$ cat config.mk
export PLATFORM = sky130hd
export DESIGN_NAME = stx_etx_frame_parser
export DESIGN_NICKNAME = d
export VERILOG_FILES = /design/src/stxp_pkg.sv /design/src/stxp_regs.sv /design/src/stx_etx_frame_parser.sv
export VERILOG_INCLUDE_DIRS = /design/src /design/src/src
export SDC_FILE = /design/constraint.sdc
export NUM_CORES = 1
export LEC_CHECK = 0
export BUFFER_PORTS_ARGS = -buffer_cell sky130_fd_sc_hd__buf_2
export CORE_MARGIN = 8
export CORE_UTILIZATION = 50
export CTS_BUF_LIST = sky130_fd_sc_hd__clkbuf_8
export DETAILED_ROUTE_END_ITERATION = 12
export GPL_TIMING_DRIVEN = 0
export PLACE_DENSITY = 0.72
export SLEW_MARGIN = 25
export SYNTH_ARGS = -nofsm -noshare
export SYNTH_HDL_FRONTEND = slang
export SYNTH_SLANG_ARGS = --single-unit
$ cat constraint.sdc
create_clock -name clk_i -period 5.2 [get_ports clk_i]
set_clock_uncertainty 0.05 [all_clocks]
set_input_delay 0.52 -clock clk_i [delete_from_list [all_inputs] [get_ports clk_i]]
set_output_delay 0.52 -clock clk_i [all_outputs]
set_load 0.02 [all_outputs]
$ cat src/stx_etx_frame_parser_macros.svh
// Assertion macros shared by the frame parser RTL.
`ifndef STX_ETX_FRAME_PARSER_MACROS_SVH
`define STX_ETX_FRAME_PARSER_MACROS_SVH

// Check a property on every clock edge outside reset.
`define STXP_ASSERT(label, prop, msg) \
  label: assert property (@(posedge clk_i) disable iff (!rst_ni) (prop)) else $error(msg);

// Check a property on every clock edge, reset included.
`define STXP_ASSERT_ALWAYS(label, prop, msg) \
  label: assert property (@(posedge clk_i) (prop)) else $error(msg);

`endif

$ cat src/stxp_pkg.sv
// Shared types and codes of the frame parser.
package stxp_pkg;

  // Register indexes on the configuration port
  localparam logic [1:0] REG_START_MARKER = 2'd0;
  localparam logic [1:0] REG_END_MARKER   = 2'd1;
  localparam logic [1:0] REG_OWN_DEV_ID   = 2'd2;

  localparam logic [7:0]  START_MARKER_RST = 8'h02;
  localparam logic [7:0]  END_MARKER_RST   = 8'h03;
  localparam logic [15:0] OWN_DEV_ID_RST   = 16'h0000;

  // Verdict codes
  localparam logic [1:0] VERDICT_OK       = 2'd0;
  localparam logic [1:0] VERDICT_BAD_DELIM = 2'd1;
  localparam logic [1:0] VERDICT_ID_MISM  = 2'd2;

  // Item kinds
  localparam logic KIND_PAYLOAD = 1'b0;
  localparam logic KIND_VERDICT = 1'b1;

  typedef struct packed {
    logic [7:0]  start_marker;
    logic [7:0]  end_marker;
    logic [15:0] own_device_id;
  } cfg_t;

endpackage

$ cat src/stxp_regs.sv
// Configuration registers of the frame parser behind an APB-style port.
module stxp_regs (
  input  logic               clk_i,
  input  logic               rst_ni,
  input  logic               psel,
  input  logic               penable,
  input  logic               pwrite,
  input  logic [3:0]         paddr,
  input  logic [31:0]        pwdata,
  output logic [31:0]        prdata,
  output logic               pready,
  output stxp_pkg::cfg_t     cfg_o
);

  logic       wr_en;
  logic [1:0] reg_idx;
  stxp_pkg::cfg_t cfg_q, cfg_d;

  assign pready  = 1'b1;
  assign reg_idx = paddr[3:2];
  assign wr_en   = psel && penable && pwrite;

  // Decode the write
  always_comb begin
    cfg_d = cfg_q;
    if (wr_en) begin
      unique case (reg_idx)
        stxp_pkg::REG_START_MARKER: cfg_d.start_marker  = pwdata[7:0];
        stxp_pkg::REG_END_MARKER:   cfg_d.end_marker    = pwdata[7:0];
        stxp_pkg::REG_OWN_DEV_ID:   cfg_d.own_device_id = pwdata[15:0];
        default: ;
      endcase
    end
  end

  always_ff @(posedge clk_i or negedge rst_ni) begin
    if (!rst_ni) begin
      cfg_q.start_marker  <= stxp_pkg::START_MARKER_RST;
      cfg_q.end_marker    <= stxp_pkg::END_MARKER_RST;
      cfg_q.own_device_id <= stxp_pkg::OWN_DEV_ID_RST;
    end else begin
      cfg_q <= cfg_d;
    end
  end

  // Read back
  always_comb begin
    unique case (reg_idx)
      stxp_pkg::REG_START_MARKER: prdata = {24'd0, cfg_q.start_marker};
      stxp_pkg::REG_END_MARKER:   prdata = {24'd0, cfg_q.end_marker};
      stxp_pkg::REG_OWN_DEV_ID:   prdata = {16'd0, cfg_q.own_device_id};
      default:                    prdata = 32'd0;
    endcase
  end

  assign cfg_o = cfg_q;

endmodule

$ cat src/stx_etx_frame_parser.sv
// Top level of the STX/ETX delimited frame parser.
//
// Input channel: one received byte per item (rx_byte_i) with end_of_frame_i
// marking the last byte of a frame. An item moves when in_valid_i is high
// and in_stall_o is low.
// Output channel: zero or one result item per input item, held in an output
// register; it moves when out_valid_o is high and out_stall_i is low.
// A payload byte leaves as a kind-0 item; the flagged byte leaves as a
// kind-1 verdict item with final_item_o set.
// A result is registered in the output register when its input item is accepted.
// Throughput: one input item per cycle unless stalled; the phase update and
// the marker and id compares sit between the parse state and output register.
// When the receiver stalls, the output register holds its item and the input
// stalls only if that register is full and not being emptied this cycle.
// Reset empties the output register, returns the parser to waiting for a
// start byte with the header view cleared, and loads the marker registers
// with 0x02 / 0x03 and the device id with zero.
// Configuration registers: start marker at 0x0, end marker at 0x4, own
// device id at 0x8; write only while no item is in flight.
`include "stx_etx_frame_parser_macros.svh"

module stx_etx_frame_parser (
  input  logic        clk_i,
  input  logic        rst_ni,
  // configuration port
  input  logic        psel,
  input  logic        penable,
  input  logic        pwrite,
  input  logic [3:0]  paddr,
  input  logic [31:0] pwdata,
  output logic [31:0] prdata,
  output logic        pready,
  // input channel
  input  logic        in_valid_i,
  output logic        in_stall_o,
  input  logic [7:0]  rx_byte_i,
  input  logic        end_of_frame_i,
  // output channel
  output logic        out_valid_o,
  input  logic        out_stall_i,
  output logic        item_kind_o,
  output logic [7:0]  payload_byte_o,
  output logic [15:0] frame_device_id_o,
  output logic [7:0]  frame_opcode_o,
  output logic [15:0] payload_length_o,
  output logic [1:0]  verdict_o,
  output logic        final_item_o
);

  localparam logic [2:0] PH_START   = 3'd0;
  localparam logic [2:0] PH_ID_HI   = 3'd1;
  localparam logic [2:0] PH_ID_LO   = 3'd2;
  localparam logic [2:0] PH_OPCODE  = 3'd3;
  localparam logic [2:0] PH_LEN_HI  = 3'd4;
  localparam logic [2:0] PH_LEN_LO  = 3'd5;
  localparam logic [2:0] PH_PAYLOAD = 3'd6;
  localparam logic [2:0] PH_DONE    = 3'd7;

  stxp_pkg::cfg_t cfg;

  logic [2:0]  phase_q, phase_d;
  logic        start_ok_q, start_ok_d;
  logic [15:0] dev_id_q, dev_id_d;
  logic [7:0]  opcode_q, opcode_d;
  logic [15:0] length_q, length_d;
  logic [15:0] remain_q, remain_d;

  logic        out_valid_q, out_valid_d;
  logic        kind_q, kind_d;
  logic [7:0]  pbyte_q, pbyte_d;
  logic [15:0] out_id_q, out_id_d;
  logic [7:0]  out_op_q, out_op_d;
  logic [15:0] out_len_q, out_len_d;
  logic [1:0]  verdict_q, verdict_d;
  logic        final_q, final_d;

  logic in_acc;
  logic emit;
  logic hdr_done;
  logic start_good;

  stxp_regs u_regs (
    .clk_i   (clk_i),
    .rst_ni  (rst_ni),
    .psel    (psel),
    .penable (penable),
    .pwrite  (pwrite),
    .paddr   (paddr),
    .pwdata  (pwdata),
    .prdata  (prdata),
    .pready  (pready),
    .cfg_o   (cfg)
  );

  // Accept while the output register is free or being emptied
  assign in_stall_o = out_valid_q && out_stall_i;
  assign in_acc     = in_valid_i && !in_stall_o;

  assign hdr_done   = (phase_q == PH_PAYLOAD) || (phase_q == PH_DONE);
  assign start_good = (phase_q != PH_START) && start_ok_q;

  // Parse one byte
  always_comb begin
    phase_d    = phase_q;
    start_ok_d = start_ok_q;
    dev_id_d   = dev_id_q;
    opcode_d   = opcode_q;
    length_d   = length_q;
    remain_d   = remain_q;
    emit       = 1'b0;
    kind_d     = stxp_pkg::KIND_PAYLOAD;
    pbyte_d    = 8'd0;
    out_id_d   = dev_id_q;
    out_op_d   = opcode_q;
    out_len_d  = length_q;
    verdict_d  = stxp_pkg::VERDICT_OK;
    final_d    = 1'b0;
    if (in_acc) begin
      if (end_of_frame_i) begin
        // close the frame with its verdict
        emit    = 1'b1;
        kind_d  = stxp_pkg::KIND_VERDICT;
        final_d = 1'b1;
        if (phase_q == PH_START) begin
          dev_id_d  = 16'd0;
          opcode_d  = 8'd0;
          length_d  = 16'd0;
          out_id_d  = 16'd0;
          out_op_d  = 8'd0;
          out_len_d = 16'd0;
        end
        if (!start_good || (rx_byte_i != cfg.end_marker) || !hdr_done) begin
          verdict_d = stxp_pkg::VERDICT_BAD_DELIM;
        end else if (dev_id_q != cfg.own_device_id) begin
          verdict_d = stxp_pkg::VERDICT_ID_MISM;
        end
        phase_d    = PH_START;
        start_ok_d = 1'b0;
        remain_d   = 16'd0;
      end else begin
        unique case (phase_q)
          PH_START: begin
            start_ok_d = (rx_byte_i == cfg.start_marker);
            dev_id_d   = 16'd0;
            opcode_d   = 8'd0;
            length_d   = 16'd0;
            remain_d   = 16'd0;
            phase_d    = PH_ID_HI;
          end
          PH_ID_HI: begin
            dev_id_d = {rx_byte_i, 8'd0};
            phase_d  = PH_ID_LO;
          end
          PH_ID_LO: begin
            dev_id_d = {dev_id_q[15:8], rx_byte_i};
            phase_d  = PH_OPCODE;
          end
          PH_OPCODE: begin
            opcode_d = rx_byte_i;
            phase_d  = PH_LEN_HI;
          end
          PH_LEN_HI: begin
            length_d = {rx_byte_i, 8'd0};
            phase_d  = PH_LEN_LO;
          end
          PH_LEN_LO: begin
            length_d = {length_q[15:8], rx_byte_i};
            remain_d = {length_q[15:8], rx_byte_i};
            phase_d  = ({length_q[15:8], rx_byte_i} != 16'd0) ? PH_PAYLOAD : PH_DONE;
          end
          PH_PAYLOAD: begin
            // pass the payload byte on
            emit     = 1'b1;
            pbyte_d  = rx_byte_i;
            remain_d = remain_q - 16'd1;
            if (remain_q == 16'd1) begin
              phase_d = PH_DONE;
            end
          end
          PH_DONE: ; // drop extra bytes
          default: ;
        endcase
      end
    end
  end

  // Output register handshake
  always_comb begin
    out_valid_d = out_valid_q;
    if (in_acc) begin
      out_valid_d = emit;
    end else if (!out_stall_i) begin
      out_valid_d = 1'b0;
    end
  end

  always_ff @(posedge clk_i or negedge rst_ni) begin
    if (!rst_ni) begin
      phase_q     <= PH_START;
      start_ok_q  <= 1'b0;
      dev_id_q    <= 16'd0;
      opcode_q    <= 8'd0;
      length_q    <= 16'd0;
      remain_q    <= 16'd0;
      out_valid_q <= 1'b0;
    end else begin
      phase_q     <= phase_d;
      start_ok_q  <= start_ok_d;
      dev_id_q    <= dev_id_d;
      opcode_q    <= opcode_d;
      length_q    <= length_d;
      remain_q    <= remain_d;
      out_valid_q <= out_valid_d;
    end
  end

  // Load the result payload
  always_ff @(posedge clk_i) begin
    if (in_acc && emit) begin
      kind_q    <= kind_d;
      pbyte_q   <= pbyte_d;
      out_id_q  <= out_id_d;
      out_op_q  <= out_op_d;
      out_len_q <= out_len_d;
      verdict_q <= verdict_d;
      final_q   <= final_d;
    end
  end

  assign out_valid_o       = out_valid_q;
  assign item_kind_o       = kind_q;
  assign payload_byte_o    = pbyte_q;
  assign frame_device_id_o = out_id_q;
  assign frame_opcode_o    = out_op_q;
  assign payload_length_o  = out_len_q;
  assign verdict_o         = verdict_q;
  assign final_item_o      = final_q;

  `STXP_ASSERT(a_eof_gives_verdict, in_acc && end_of_frame_i |=> out_valid_o && item_kind_o && final_item_o && (phase_q == PH_START), "flagged byte did not yield a verdict item")
  `STXP_ASSERT(a_payload_emits, in_acc && !end_of_frame_i && (phase_q == PH_PAYLOAD) |=> out_valid_o && !item_kind_o && (payload_byte_o == $past(rx_byte_i)), "payload byte not passed on")
  `STXP_ASSERT(a_remain_tracks_phase, ((phase_q != PH_DONE) || (remain_q == 16'd0)) && ((phase_q != PH_PAYLOAD) || (remain_q != 16'd0)), "payload count out of step with phase")
  `STXP_ASSERT(a_payload_item_fields, out_valid_o && !item_kind_o |-> !final_item_o && (verdict_o == stxp_pkg::VERDICT_OK), "payload item carries verdict fields")
  `STXP_ASSERT_ALWAYS(a_reset_idle, !rst_ni |-> !out_valid_o && (phase_q == PH_START), "parser not idle in reset")

endmodule
After elaboration in Yosys (flattened, before gate mapping) --
Cells that the tools add are included.
Word-level totals: memory bits (read-only) 0, bits in latches 0, register bits 144, output and inout port bits 87, memories kept 0, bits in writable memories 0, bits of input ports 52, word-level logic and storage cells 110
Operators by class: shift-type cells 0, order comparisons 0, add/subtract/negate cells 1, bitwise logic cells 3, divide/modulo/power cells 0, $mul 0, muxes and demuxes 32, equal/unequal tests 17, reductions and logical operators 38
Operator list (count):
- 16-bit case mux with 3 select lines | 4
- 16-bit two-way mux | 9
- 8-bit two-way mux | 4
- 3-bit case mux with 7 select lines | 1
- 2-bit AND reduction | 9
- 16-bit by 1-bit == test with 1-bit output, second input constant | 1
- 16-bit inequality test | 1
- 8-bit case mux with 2 select lines | 1
- 16-bit nonzero test | 1
- 16-bit by 1-bit subtractor with 16-bit output, second input constant | 1
- 3-bit == test, second input constant | 4
- 3-bit nonzero test | 4
- 4-bit nonzero test | 3
- 1-bit two-way mux | 10
- 3-bit AND reduction | 3
- 8-bit == test | 1
- 8-bit inequality test | 1
- 8-bit nonzero test | 1
- 3-bit by 2-bit == test with 1-bit output, second input constant | 2
- 1-bit logical AND | 6
- 3-bit two-way mux | 2
- 3-bit OR reduction | 2
- 2-bit inequality test, second input constant | 2
- 3-bit by 1-bit == test with 1-bit output, second input constant | 1
- 11 further kinds | 17

Logic depth before layout (Yosys ltp) --
depth after elaboration 6, gate-level depth with buffers 7, mapped depth without buffers 6

Modules after synthesis --
Synthesis repeated with hierarchy kept, for this count alone.
Unflattened totals: cell total of the unflattened synthesis 557, area total of the unflattened synthesis 6710.2 µm²
Modules (own cells, without submodules):
- stx_etx_frame_parser | instances 1, cells each 432, area an instance 5124.9 µm², sequential area each 3057.9 µm²
- stxp_regs | instances 1, cells each 125, area an instance 1585.3 µm², sequential area each 804.5 µm²

Worst setup path before layout --
Ideal clock, no wire load.
path type in2reg, start point in in_valid_i, end point reg final_q, in the netlist final_item_o (enable), path slack 1.202 ns, library setup time 0.478 ns, cell stages on the path 3, data arrival time 3.471 ns, buffers on the path 1, data required time 4.672 ns, path through a21bo_2 > clkbuf_1 > a21oi_1
On the way: cells in the longest elaborated chain, start to end 3
RTL lines:
- start, declared | line stx_etx_frame_parser.sv:34 | input logic in_valid_i,
- 1-bit logical AND (*) | line stx_etx_frame_parser.sv:97 | assign in_acc = in_valid_i && !in_stall_o;
- 1-bit two-way mux | line stx_etx_frame_parser.sv:118 | if (in_acc) begin
- 1-bit logical AND (*) | line stx_etx_frame_parser.sv:219 | if (in_acc && emit) begin
- end signal, assigned | line stx_etx_frame_parser.sv:226 | final_q <= final_d;
- end, declared | line stx_etx_frame_parser.sv:75 | logic final_q, final_d;
Mark *: on every way between the ends. The rest lies on a longest branch, timed or not. A chain may end at the register's enable or synchronous reset.

Worst setup path in the final report --
start point in paddr[3], end point out prdata[2]
On the way: cells in the longest elaborated chain, start to end 2, elaborated cells between the ends (all ways) 4, classes of those cells eq/ne (2); mux (1); reduce/logical (1)
RTL lines:
- start, declared | line stx_etx_frame_parser.sv:29 | input logic [3:0] paddr,
- 2-bit == test, or another cell as far along | line stxp_regs.sv:48 | unique case (reg_idx)
- 16-bit case mux with 3 select lines (*) | line stxp_regs.sv:48
- end, declared | line stx_etx_frame_parser.sv:31 | output logic [31:0] prdata,
Marks and branches as above.

==> impl_metrics.json <==
{
  "outcome": "finished clean",
  "grt_pass1_vias": 4910,
  "worstSetupEndpointType": "primary output",
  "area_growth_syn_to_layout_pct": 19.0,
  "htreeDepth": 4,
  "critical_path_arrival_ns": 2.20,
  "slew_headroom_pct": 28.2,
  "wl_um": 16600,
  "yosysMostFrequentCell": "dfrtp_1",
  "synthTopCellsByCount": "90 x dfrtp_1, 51 x edfxtp_1, 43 x nor2b_1, 40 x a22o_1, 32 x mux2_2",
  "core_area_um2": 13200,
  "drv_slew": 0,
  "synthTopCellsByArea": "dfrtp_1 34%, edfxtp_1 23%, mux2_2 5.4%, a22o_1 5.2%, nor2b_1 4.0%",
  "fillers": 1085,
  "fin_crit_sh_pct": 53.3,
  "synth_enable_flop_cells": 51,
  "powerDensity_nw_per_um2": 404,
  "start_util_pct": 50.8,
  "final.min_clock_period_ns": 2.77,
  "diodes": 0,
  "maxCapViolCount": 0,
  "ys_warn_count": 0,
  "syn-instance-count": 551,
  "peakVddDrop_mv": 0.175,
  "reg2reg_slack_ns": 2.49,
  "synthArstFlopShare_pct": 64.6,
  "drc_errors": 0,
  "path_cells": "buf_2 > clkbuf_1 > nor2b_1 > clkbuf_1 > nand2_1 > o21ai_0 > buf_2",
  "worstPathRequired_ns": 4.63,
  "ys_seq_area_share_pct": 57.7,
  "instances_no_fill": 873,
  "cts_root_buf": "clkbuf_8",
  "ys_ff_latch": 144,
  "fin_setup_tns_ns": 0,
  "hold_violations": 0,
  "cp_top_family": "buffers and inverters",
  "avgSynthCellArea_um2": 12.2,
  "die_x_um": 132,
  "track_usage_pct": 19.2,
  "nets": 738,
  "cts_resized": 0,
  "num_rows": 42,
  "pin_count": 139,
  "synth.distinct_cells": 53,
  "final_core_util_pct": 60.4,
  "firstDrtPassIters": 5,
  "hold_class": "in -> reg",
  "cts_num_sinks": 144,
  "wl_per_cell_um": 19.1,
  "dieHeight_um": 132,
  "antenna_found_initial": 0,
  "cp_num_buf_inv": 4,
  "max_stage_delay_ns": 0.41,
  "cts_tree": "yes",
  "start_kind": "input port",
  "synth_top_cell_area_share_pct": 33.6,
  "netlist_area_um2": 6700,
  "grt_max_degree": 67,
  "place.port_buffers": 95,
  "clk_path_buf_depth": 2,
  "grt_pass1_wl_um": 26600,
  "synth_flop_cell": "dfrtp_1",
  "rsz0062_at_grt": "no",
  "place_inst": 840,
  "num_vias": 4857,
  "crit_fanout": 10,
  "grt_overflow": 0,
  "via_per_inst": 5.56,
  "worstMarginPinSlew_ns": 1.07,
  "clk_latency_ns": 0.45,
  "cts.clk_slew.worst_paths_ns": 0.08,
  "hold_buffers": 1,
  "cts_inserted_buffers": 17,
  "finalSetupViolCount": 0,
  "drive_gt1_share_pct": 27.5,
  "die-area_um2": 17400,
  "drtIter0Drc": 342,
  "cpMaxStageDelayCell": "nor2b_1",
  "p_leak_uw": 0.00360,
  "hpwl_um": 12100,
  "antenna_left": 0,
  "postCtsSetupRepairBufs": 0,
  "place.gp.congestion": 0.946,
  "yosysTopAreaCell": "dfrtp_1",
  "critPathKind": "in -> out",
  "timing.fmax_ghz": 0.361
}
[layout by cell type, fill, tap and decap left out, types with 3 or more instances in the layout]
cell	instances
buf_4	18
or4_1	4
clkinv_4	4
a22o_1	40
o211ai_1	11
a22oi_1	4
nand4_1	9
a21oi_1	6
clkbuf_1	31
mux2_2	32
nor3_1	15
edfxtp_1	51
or2_2	3
and2_1	18
buf_16	3
nor3b_1	3
inv_1	4
nor2_1	20
dfrtp_1	90
nand3_1	6
xnor2_1	11
a221o_1	4
clkbuf_8	17
nor2b_1	43
o21ai_0	12
o2bb2ai_1	7
dfstp_2	3
mux2i_1	8
nand2_1	20
nor4_1	13
buf_2	95
conb_1	17
or3_1	3
nand3b_1	3
inv_6	7
xor2_1	25
[through the flow]
step / total power, µW / hold slack (ns) / worst slack (ns) / instance area [µm²]
finish: 3220 / 0.252 / 2.43 / 7970
global route: 3390 / 0.229 / 2.27 / 7970
CTS: 3230 / 0.231 / 2.50 / 7970
detailed placement: 2330 / 0.356 / 2.29 / 7560
global placement: 2300 / 0.409 / 0.0554 / 7450
floorplan: 2070 / 0.174 / 1.20 / 6760
[layer usage]
layer | routed length [µm] | vias to the layer above | GRT usage (%)
li1 | - | 2264 | -
met1 | 7420 | 2382 | 25.3
met2 | 7810 | 191 | 30.6
met3 | 1160 | 20 | 4.99
met4 | 246 | 0 | 6.13
met5 | 0 | - | 0
[flip-flops by register name, summed over array words and instances, names as in the netlist]
| register | cells |
|---|---|
| out_valid_o | 1 |
| u_regs.cfg_o | 32 |
| frame_opcode_o | 8 |
| payload_byte_o | 8 |
| phase_q | 3 |
| verdict_o | 2 |
| length_q | 16 |
| payload_length_o | 16 |
| final_item_o | 1 |
| opcode_q | 8 |
| dev_id_q | 16 |
| start_ok_q | 1 |
| frame_device_id_o | 16 |
| remain_q | 16 |
[cells by family (layout without fill, tap and decap cells)]
| logic type | count (synthesis) | after routing | synth area share [%] |
|---|---|---|---|
| AOI/OAI and AO/OA | 104 | 104 | 12.3 |
| adders and majority gates | 2 | 2 | 0.373 |
| DFF | 144 | 144 | 57.7 |
| muxes | 40 | 40 | 6.57 |
| other | 2 | 17 | 0.112 |
| and+or+nand+nor | 167 | 167 | 14.2 |
| xor gates and xnor gates | 36 | 36 | 4.71 |
| buffers and inverters | 56 | 187 | 4.16 |
[power breakdown]
part	total, µW	internal, µW	switching (µW)
clock	910	442	468
sequential	1480	1350	135
combinational	830	344	486
[final cells by class]
class | instances | area [µm²] | area share, %
multi-input cells | 366 | 2630 | 33.0
flip-flops and latches | 144 | 3860 | 48.4
clock inverters | 15 | 173 | 2.17
clock buffers | 17 | 234 | 2.93
well taps | 176 | 220 | 2.76
repair buffers | 99 | 574 | 7.20
plain buffers | 51 | 260 | 3.26
inverters | 5 | 18.8 | 0.235
[final timing paths]
check                                   startpoint                           end  cells past startpoint
min                                     pwdata[15]  u_regs.cfg_o[15]$_DFFE_PN0P_                      2
min reg2reg                 start_ok_q$_DFFE_PN0P_        start_ok_q$_DFFE_PN0P_                      2
min in group asynchronous                   rst_ni   u_regs.cfg_o[6]$_DFFE_PN0P_                      2
max in group asynchronous                   rst_ni       opcode_q[4]$_DFFE_PN0P_                      3
max reg2reg                out_valid_o$_DFFE_PN0P_      dev_id_q[13]$_DFFE_PN0P_                      4
max                                       paddr[3]                     prdata[2]                      7
No activity file was read; power rests on OpenSTA's default activity.
